**config.mk**
```make
export PLATFORM = sky130hd
export DESIGN_NAME = bitmap_slot_allocator_core_flat
export DESIGN_NICKNAME = d
export VERILOG_FILES = /design/src/rtl/bsa_pkg.sv /design/src/rtl/bsa_if.sv /design/src/rtl/bitmap_slot_allocator_core.sv /design/src/rtl/bsa_ram.sv /design/src/flat_wrapper.sv
export SDC_FILE = /design/constraint.sdc
export NUM_CORES = 2
export LEC_CHECK = 0
export ABC_AREA = 0
export BUFFER_PORTS_ARGS = -buffer_cell sky130_fd_sc_hd__clkbuf_2
export CAP_MARGIN = 20
export CORE_MARGIN = 1
export CORE_UTILIZATION = 36
export CTS_BUF_LIST = sky130_fd_sc_hd__clkbuf_8 sky130_fd_sc_hd__clkbuf_16
export CTS_CLUSTER_DIAMETER = 200
export DETAILED_ROUTE_END_ITERATION = 6
export SYNTH_ARGS = -nofsm -noshare
export SYNTH_HDL_FRONTEND = slang
export SYNTH_HIERARCHICAL = 1
export SYNTH_SLANG_ARGS = --single-unit
```
**constraint.sdc**
```tcl
create_clock -name clk -period 17.64 [get_ports clk]
set_input_delay 0.882 -clock clk [delete_from_list [all_inputs] [get_ports clk]]
set_output_delay 0.882 -clock clk [all_outputs]
set_load 0.02 [all_outputs]
```
**src/rtl/bsa_pkg.sv**
```systemverilog
// Shared constants, request codes and sizes for the bitmap slot allocator.
package bsa_pkg;

	// Size of the slot map and the reach of the 10-bit index fields.
	localparam int MAX_BITS   = 1024;
	localparam int INDEX_REACH = 1024;
	localparam int WORD_W     = 64;
	localparam int BIT_AW     = $clog2(WORD_W);
	localparam int IDX_W      = 10;
	localparam int CNT_W      = 11;

	// Only words that an index below the effective count can reach are stored.
	localparam int EFF_MAX    = (MAX_BITS < INDEX_REACH) ? MAX_BITS : INDEX_REACH;
	localparam int WORDS      = (EFF_MAX + WORD_W - 1) / WORD_W;
	localparam int WORD_AW    = (WORDS > 1) ? $clog2(WORDS) : 1;

	localparam logic [CNT_W-1:0] ACTIVE_RESET = CNT_W'(1024);
	localparam logic [CNT_W-1:0] EFF_MAX_CNT  = CNT_W'(EFF_MAX);

	typedef enum logic [1:0] {
		MODE_TEST  = 2'd0,
		MODE_SET   = 2'd1,
		MODE_CLEAR = 2'd2,
		MODE_ALLOC = 2'd3
	} mode_t;

endpackage

```
**src/rtl/bsa_if.sv**
```systemverilog
// Handshake channels of the bitmap slot allocator: request, response and configuration.
interface bsa_req_if import bsa_pkg::*; ();
	logic             valid;
	logic             ready;
	logic [1:0]       mode;
	logic [IDX_W-1:0] bit_index;

	modport source (output valid, output mode, output bit_index, input ready);
	modport sink   (input valid, input mode, input bit_index, output ready);
endinterface

interface bsa_rsp_if import bsa_pkg::*; ();
	logic             valid;
	logic             ready;
	logic             ok;
	logic             bit_value;
	logic [IDX_W-1:0] allocated_index;

	modport source (output valid, output ok, output bit_value, output allocated_index,
		input ready);
	modport sink   (input valid, input ok, input bit_value, input allocated_index,
		output ready);
endinterface

interface bsa_cfg_if import bsa_pkg::*; ();
	logic             valid;
	logic             ready;
	logic [CNT_W-1:0] active_bits;

	modport source (output valid, output active_bits, input ready);
	modport sink   (input valid, input active_bits, output ready);
endinterface

```
**src/rtl/bitmap_slot_allocator_core.sv**
```systemverilog
// Bitmap slot allocator: one-bit-per-slot map held in a 64-bit-wide RAM, with test, set,
// clear and allocate-lowest-free requests; one response item per request item.
//
// The slot map lives in a RAM of 64-bit words with a registered read. A request item is
// taken when the block is idle; that cycle issues the read of the addressed word, or of
// word 0 for allocate. Test, set and clear finish in the scan state that follows, where
// the word is examined, modified and written back once the output register is free.
// Allocate starts at word 0 and reads one word per cycle until it finds a clear bit below
// the active count or runs past it, and then finishes once the output register is free.
// A finished response item sits in an output register, so the next request item can be
// taken while the response still waits to be taken; a second result then waits until
// that register frees up. No clearing pass is needed after reset: one valid flag per
// word, cleared by reset, makes an unwritten word read as all free. The active_bits
// register may only be written while no request is in flight; an index at or above
// min(active_bits, 1024) is rejected with ok low.
module bitmap_slot_allocator_core import bsa_pkg::*; (
	input  logic     clk,
	input  logic     arst_n,
	bsa_req_if.sink  req,
	bsa_rsp_if.source rsp,
	bsa_cfg_if.sink  cfg
);

	typedef enum logic [1:0] {
		ST_IDLE = 2'b01,
		ST_SCAN = 2'b10
	} state_t;

	state_t state_q;

	// Configuration register.
	logic [CNT_W-1:0] active_bits_q;
	logic [CNT_W-1:0] eff_count;

	// Request held for the memory stage.
	mode_t              mode_s1;
	logic [IDX_W-1:0]   idx_s1;
	logic [CNT_W-1:0]   cnt_s1;
	logic [WORD_AW-1:0] word_s1;

	// Per-word written flags; an unwritten word reads as all zero.
	logic [WORDS-1:0] written_q;

	// RAM ports.
	logic               ram_wr_en;
	logic [WORD_W-1:0]  ram_wr_data;
	logic               ram_rd_en;
	logic [WORD_AW-1:0] ram_rd_addr;
	logic [WORD_W-1:0]  ram_rd_data;

	// Output register.
	logic             rsp_valid_q;
	logic             ok_q;
	logic             bit_value_q;
	logic [IDX_W-1:0] alloc_idx_q;

	// Memory stage decode.
	logic [WORD_W-1:0] word_data;
	logic [CNT_W-1:0]  base;
	logic [CNT_W-1:0]  next_base;
	logic [CNT_W-1:0]  rem;
	logic [WORD_W-1:0] lim_mask;
	logic [WORD_W-1:0] free_bits;
	logic              found;
	logic [BIT_AW-1:0] free_pos;
	logic [WORD_W-1:0] bit_mask;
	logic [WORD_W-1:0] alloc_mask;
	logic              in_range;
	logic              next_ok;
	logic              out_free;
	logic              is_alloc;
	logic              step_word;
	logic              finish;
	logic              req_fire;

	// The count in force is bounded by the map size and the reach of the index fields.
	assign eff_count = (active_bits_q > EFF_MAX_CNT) ? EFF_MAX_CNT : active_bits_q;

	assign cfg.ready = 1'b1;

	always_ff @(posedge clk or negedge arst_n) begin
		if (!arst_n) begin
			active_bits_q <= ACTIVE_RESET;
		end else if (cfg.valid) begin
			active_bits_q <= cfg.active_bits;
		end
	end

	assign req.ready = (state_q == ST_IDLE);
	assign req_fire  = req.valid && req.ready;

	// The RAM data of a word is used only if the word has been written; otherwise it reads as zero.
	assign word_data = written_q[word_s1] ? ram_rd_data : '0;

	assign base      = CNT_W'(word_s1) << BIT_AW;
	assign next_base = (CNT_W'(word_s1) + CNT_W'(1)) << BIT_AW;
	assign rem       = cnt_s1 - base;

	// Bits of this word whose index lies below the active count.
	always_comb begin
		if (cnt_s1 <= base) begin
			lim_mask = '0;
		end else if (rem >= CNT_W'(WORD_W)) begin
			lim_mask = '1;
		end else begin
			lim_mask = (WORD_W'(1) << rem[BIT_AW-1:0]) - WORD_W'(1);
		end
	end

	assign free_bits = ~word_data & lim_mask;
	assign found     = |free_bits;

	// Lowest free position in the word.
	always_comb begin
		free_pos = '0;
		for (int i = WORD_W - 1; i >= 0; i--) begin
			if (free_bits[i]) begin
				free_pos = BIT_AW'(i);
			end
		end
	end

	assign bit_mask   = WORD_W'(1) << idx_s1[BIT_AW-1:0];
	assign alloc_mask = WORD_W'(1) << free_pos;
	assign in_range   = CNT_W'(idx_s1) < cnt_s1;
	assign next_ok    = next_base < cnt_s1;
	assign is_alloc   = (mode_s1 == MODE_ALLOC);
	assign out_free   = !rsp_valid_q || rsp.ready;

	// An allocate that found nothing here moves on to the next word if any of it is active.
	assign step_word = (state_q == ST_SCAN) && is_alloc && !found && next_ok;
	assign finish    = (state_q == ST_SCAN) && !step_word && out_free;

	// Read issue: the addressed word on accept, the following word while scanning.
	always_comb begin
		ram_rd_en   = 1'b0;
		ram_rd_addr = word_s1 + WORD_AW'(1);
		if (req_fire) begin
			ram_rd_en = 1'b1;
			if (mode_t'(req.mode) == MODE_ALLOC) begin
				ram_rd_addr = '0;
			end else begin
				ram_rd_addr = WORD_AW'(req.bit_index[IDX_W-1:BIT_AW]);
			end
		end else if (step_word) begin
			ram_rd_en = 1'b1;
		end
	end

	// Write-back happens only in the finishing cycle; the next read of the same word is issued
	// only after the state has returned to idle, so no forwarding path is needed.
	always_comb begin
		ram_wr_en   = 1'b0;
		ram_wr_data = word_data;
		if (finish) begin
			case (mode_s1)
				MODE_ALLOC: begin
					ram_wr_en   = found;
					ram_wr_data = word_data | alloc_mask;
				end
				MODE_SET: begin
					ram_wr_en   = in_range;
					ram_wr_data = word_data | bit_mask;
				end
				MODE_CLEAR: begin
					ram_wr_en   = in_range;
					ram_wr_data = word_data & ~bit_mask;
				end
				default: begin
					ram_wr_en = 1'b0;
				end
			endcase
		end
	end

	bsa_ram #(
		.WIDTH (WORD_W),
		.DEPTH (WORDS)
	) u_ram (
		.clk     (clk),
		.wr_en   (ram_wr_en),
		.wr_addr (word_s1),
		.wr_data (ram_wr_data),
		.rd_en   (ram_rd_en),
		.rd_addr (ram_rd_addr),
		.rd_data (ram_rd_data)
	);

	always_ff @(posedge clk or negedge arst_n) begin
		if (!arst_n) begin
			state_q   <= ST_IDLE;
			written_q <= '0;
		end else begin
			case (state_q)
				ST_IDLE: begin
					if (req_fire) begin
						state_q <= ST_SCAN;
					end
				end
				ST_SCAN: begin
					if (finish) begin
						state_q <= ST_IDLE;
					end
				end
				default: begin
					state_q <= ST_IDLE;
				end
			endcase
			if (ram_wr_en) begin
				written_q[word_s1] <= 1'b1;
			end
		end
	end

	always_ff @(posedge clk) begin
		if (req_fire) begin
			mode_s1 <= mode_t'(req.mode);
			idx_s1  <= req.bit_index;
			cnt_s1  <= eff_count;
			if (mode_t'(req.mode) == MODE_ALLOC) begin
				word_s1 <= '0;
			end else begin
				word_s1 <= WORD_AW'(req.bit_index[IDX_W-1:BIT_AW]);
			end
		end else if (step_word) begin
			word_s1 <= word_s1 + WORD_AW'(1);
		end
	end

	// Output register: loaded by a finishing request, emptied when the sink takes the item.
	always_ff @(posedge clk or negedge arst_n) begin
		if (!arst_n) begin
			rsp_valid_q <= 1'b0;
		end else if (finish) begin
			rsp_valid_q <= 1'b1;
		end else if (rsp.ready) begin
			rsp_valid_q <= 1'b0;
		end
	end

	always_ff @(posedge clk) begin
		if (finish) begin
			if (is_alloc) begin
				ok_q        <= found;
				bit_value_q <= 1'b0;
				alloc_idx_q <= found ? IDX_W'(base + CNT_W'(free_pos)) : '0;
			end else begin
				ok_q        <= in_range;
				bit_value_q <= in_range && (mode_s1 == MODE_TEST) && |(word_data & bit_mask);
				alloc_idx_q <= '0;
			end
		end
	end

	assign rsp.valid           = rsp_valid_q;
	assign rsp.ok              = ok_q;
	assign rsp.bit_value       = bit_value_q;
	assign rsp.allocated_index = alloc_idx_q;

endmodule

```
**src/rtl/bsa_ram.sv**
```systemverilog
// Generic single-port-write, single-port-read RAM with registered read data.
module bsa_ram #(
	parameter int WIDTH = 64,
	parameter int DEPTH = 16,
	localparam int AW = (DEPTH > 1) ? $clog2(DEPTH) : 1
) (
	input  logic             clk,
	input  logic             wr_en,
	input  logic [AW-1:0]    wr_addr,
	input  logic [WIDTH-1:0] wr_data,
	input  logic             rd_en,
	input  logic [AW-1:0]    rd_addr,
	output logic [WIDTH-1:0] rd_data
);

	logic [WIDTH-1:0] mem_q [DEPTH];

	always_ff @(posedge clk) begin
		if (wr_en) begin
			mem_q[wr_addr] <= wr_data;
		end
		if (rd_en) begin
			rd_data <= mem_q[rd_addr];
		end
	end

endmodule

```
**src/flat_wrapper.sv**
```systemverilog
// flat-port wrapper written by rule: the top's interface ports become plain ports
module bitmap_slot_allocator_core_flat import bsa_pkg::*;
  (clk, arst_n, req_valid, req_mode, req_bit_index, req_ready, rsp_valid, rsp_ok, rsp_bit_value, rsp_allocated_index, rsp_ready, cfg_valid, cfg_active_bits, cfg_ready);
  bsa_req_if req_i ();
  bsa_rsp_if rsp_i ();
  bsa_cfg_if cfg_i ();
  input  logic clk;
  input  logic arst_n;
  input wire logic [$bits(req_i.valid)-1:0] req_valid;
  input wire logic [$bits(req_i.mode)-1:0] req_mode;
  input wire logic [$bits(req_i.bit_index)-1:0] req_bit_index;
  output wire logic [$bits(req_i.ready)-1:0] req_ready;
  output wire logic [$bits(rsp_i.valid)-1:0] rsp_valid;
  output wire logic [$bits(rsp_i.ok)-1:0] rsp_ok;
  output wire logic [$bits(rsp_i.bit_value)-1:0] rsp_bit_value;
  output wire logic [$bits(rsp_i.allocated_index)-1:0] rsp_allocated_index;
  input wire logic [$bits(rsp_i.ready)-1:0] rsp_ready;
  input wire logic [$bits(cfg_i.valid)-1:0] cfg_valid;
  input wire logic [$bits(cfg_i.active_bits)-1:0] cfg_active_bits;
  output wire logic [$bits(cfg_i.ready)-1:0] cfg_ready;
  assign req_i.valid = req_valid;
  assign req_i.mode = req_mode;
  assign req_i.bit_index = req_bit_index;
  assign req_ready = req_i.ready;
  assign rsp_valid = rsp_i.valid;
  assign rsp_ok = rsp_i.ok;
  assign rsp_bit_value = rsp_i.bit_value;
  assign rsp_allocated_index = rsp_i.allocated_index;
  assign rsp_i.ready = rsp_ready;
  assign cfg_i.valid = cfg_valid;
  assign cfg_i.active_bits = cfg_active_bits;
  assign cfg_ready = cfg_i.ready;
  bitmap_slot_allocator_core u_core (.clk(clk), .arst_n(arst_n), .req(req_i), .rsp(rsp_i), .cfg(cfg_i));
endmodule
```
==> flow_summary_export.csv <==
group,metric,value,unit
yosys,synthCells,2948,
placed_design,placed_area,0.0525,sq mm
worst_setup_path,cp_slowest_cell,"ha_1",
sta,hold_viol,0,
placed_design,io_buffers,41,
worst_setup_path,critPathArrivalTime,7750,ps
worst_setup_path,worstPathCellList,"buf_4 > nor4_4 > nand2_2 > ha_1 > and2_1 > nand3_1 > a211oi_2 > mux2i_1 > a221oi_1 > a211o_1 > nor4_4 > nand3_2 > o21a_2 > a31o_1 > and2_4 > or3b_2 > nor2_4 > buf_4",
sta,clock_skew,78.7,ps
route,routed_via_density,5.98,
pwr,leakagePower,17.9,nW
yosys,synth_top_area_share,0.678,
pwr,p_per_area,168,mW/mm^2
clocking,cts_tree,"yes",
outcome,status,"finished clean",
clocking,path_clk_slew,60,ps
clocking,insertion_delay,750,ps
floorplan,core,0.137,sq mm
worst_setup_path,cp-start-kind,"flip-flop",
pwr,vdd_drop_max,0.157,mV
worst_setup_path,end_kind,"flip-flop",
final_layout,syn2layout_area_growth,12.5,%
final_layout,layout_common_cells,"edfxtp_1, mux4_2, nand2_1",
yosys,synthDistinctLibCells,116,
clocking,cts.repair.resized,0,
sta,period_share,0.419,
placed_design,dp.final_hpwl,91800,um
hold_path,hp-class,"in -> async",
clocking,cts_buffers,111,
sta,finalCriticalPeriod,7390,ps
yosys,synth_top_area_cell,"edfxtp_1",
route,route.detailed.drc,0,
final_layout,fillerInstances,12296,
floorplan,start_util,0.363,
sta,setup_tns,0,ps
floorplan,die_h,374,um
final_layout,finalInstanceArea,0.0562,sq mm
route,drt-total-wl,146000,um
pwr,p_total,9.44,mW
floorplan,fp-row-count,136,
sta,worst_slack,10250,ps
final_layout,finalNetCount,3099,
global_routing,grt_overflow,0,
sta,clock.fmax,135,MHz
floorplan,die_w,374,um
clocking,holdBufCountCts,0,
sta,rsz0062_at_grt,"no",
route,vias,29491,
worst_setup_path,cp_slowest_stage_delay,800,ps
sta,setup_violations,0,
route,postRouteAntennaNets,0,
yosys,netlist_top_cells_area,"edfxtp_1, mux4_2, a22oi_1",
clocking,clock_path_buffers,3,
floorplan,fp.dieArea,0.140,sq mm
route,wl_per_cell,29.6,um
yosys,synth_edf_count,1127,
yosys,async_flop_share,0.0259,
final_layout,drive_gt1_frac,0.222,
clocking,cts_setup_buffers,0,
final_layout,multi_input_area,0.0144,sq mm
final_layout,register_area,0.0346,sq mm
global_routing,grt_antenna_before_repair,7,
final_layout,layout_commonest_cell,"edfxtp_1",
worst_setup_path,ff2ff_path_depth,18,
clocking,ctsHtreeMaxLevel,3,
yosys,syn_avg_cell_area,16.9,sq um
clocking,clock-sinks,1157,
placed_design,preCtsSetupSlack,10180,ps
sta,maxSlewHeadroom,0.204,
worst_setup_path,cp.required,18000,ps
worst_setup_path,criticalPathCategory,"reg -> reg",
sta,slew_viol_final,0,
clocking,cts_root_buf,"clkbuf_16",
yosys,ys_ff_latch,1157,
job,maxCapViolations,0,
global_routing,grt_pass1_vias,28991,
yosys,seq_area_frac_synth,0.693,
sta,hold_ws,235,ps
yosys,syn_area,0.0499,sq mm
yosys,synth_fp_nets,3005,
yosys,synth_ff_type,"edfxtp_1",
global_routing,grt_max_degree,138,
route,drtIter0Drc,3790,
route,drt_pass1_iterations,6,
yosys,ys_warn_count,6,
floorplan,io_pins,43,
global_routing,track_usage,0.206,
sta,worst_pin_slew,1180,ps
worst_setup_path,worstPathMaxFanout,42,
global_routing,grt_pass1_wl,211000,um
placed_design,routabilityCongestion,1.05,
==> sequential cells by signal (all words and copies together), names as in the netlist <==
signal	cells
u_core/active_bits_q	11
u_core/cnt_s1	11
u_core/idx_s1	10
u_core/mode_s1	2
u_core/rsp.allocated_index	10
u_core/rsp.bit_value	1
u_core/rsp.ok	1
u_core/rsp.valid	1
u_core/state_q	2
u_core/u_ram/mem_q	1024
u_core/u_ram/rd_data	64
u_core/word_s1	4
u_core/written_q	16
==> where the power goes <==
group	internal (mW)	switching, mW
logic	1.18	2.21
registers	3.53	0.215
clock network	1.29	1.02
==> through the flow <==
step,instances,util
2_1_floorplan,2948,-
3_3_place_gp,4706,0.382
3_5_place_dp,4712,0.382
4_1_cts,4917,0.408
5_1_grt,4928,0.409
6_report,4931,0.409
==> layout make-up <==
| type | instances | share of cell area |
|---|---|---|
| timing repair buffer | 176 | 0.0231 |
| sequential | 1157 | 0.616 |
| clock inverter | 91 | 0.0132 |
| clock buffer | 114 | 0.0502 |
| multi-input combinational | 1571 | 0.256 |
| antenna | 3 | 0.000134 |
| tap | 1794 | 0.0400 |
| inverter | 25 | 0.00167 |
==> cells in the mapped netlist (11+ instances only) <==
| cell type | instances |
|---|---|
| a211oi_1 | 15 |
| a21o_1 | 12 |
| a21oi_1 | 84 |
| a221o_1 | 14 |
| a22oi_1 | 156 |
| a31oi_1 | 33 |
| a32oi_1 | 21 |
| and2_1 | 24 |
| and3_1 | 11 |
| buf_1 | 15 |
| buf_2 | 46 |
| buf_4 | 20 |
| buf_6 | 29 |
| clkbuf_1 | 84 |
| dfrtp_1 | 28 |
| edfxtp_1 | 1127 |
| ha_1 | 28 |
| inv_1 | 21 |
| mux2_2 | 11 |
| mux4_2 | 258 |
| nand2_1 | 211 |
| nand2b_1 | 17 |
| nand3_1 | 52 |
| nand4_1 | 15 |
| nor2_1 | 97 |
| nor2b_1 | 26 |
| nor3_1 | 34 |
| o211ai_1 | 25 |
| o21a_1 | 11 |
| o21ai_0 | 134 |
| o21ai_1 | 36 |
| o221ai_1 | 19 |
==> critical path, delay by kind of cell (launching register included) <==
family / cells / cell delay (ps)
multiplexers: 1 / 230
flip-flops: 1 / 320
buffers and inverters: 2 / 1060
adder cells (fa/ha/maj): 1 / 800
AO/OA/AOI/OAI: 5 / 1790
AND/OR/NAND/NOR: 9 / 2700
==> path summary, 6_finish.rpt <==
path | start | end | slack, ps
hold / removal | arst_n | u_core/written_q[13] | 230
setup / recovery | u_core/cnt_s1[5] | u_core/u_ram/mem_q[2][13] | 10250
setup reg to reg | u_core/cnt_s1[5] | u_core/u_ram/mem_q[2][13] | 10250
hold reg to reg | u_core/written_q[2] | u_core/written_q[2] | 470
min in group clk | req_bit_index[7] | u_core/idx_s1[7] | 360
max in group asynchronous | arst_n | u_core/active_bits_q[1] | 16860
==> layer usage <==
layer	global-route usage	wire length (um)	vias up	share of wire
met2	0.305	64800	1496	0.44
met3	0.0503	13600	287	0.093
li1	-	-	12359	-
met4	0.0744	5530	4	0.038
met5	0	22	-	0.00015
met1	0.295	62000	15345	0.42
==> kinds of logic (layout without fill, tap and decap cells) <==
kind of cell,after synthesis,in the layout,share of synthesized area
compound gates,697,697,0.0982
xor+xnor,16,16,0.00296
fa+ha+maj,29,29,0.00742
buf+inv,220,406,0.0236
flops,1157,1157,0.693
mux,277,277,0.120
other cells,1,4,0.0000751
simple gates,551,551,0.0547
(Power assumes the default switching activity.)
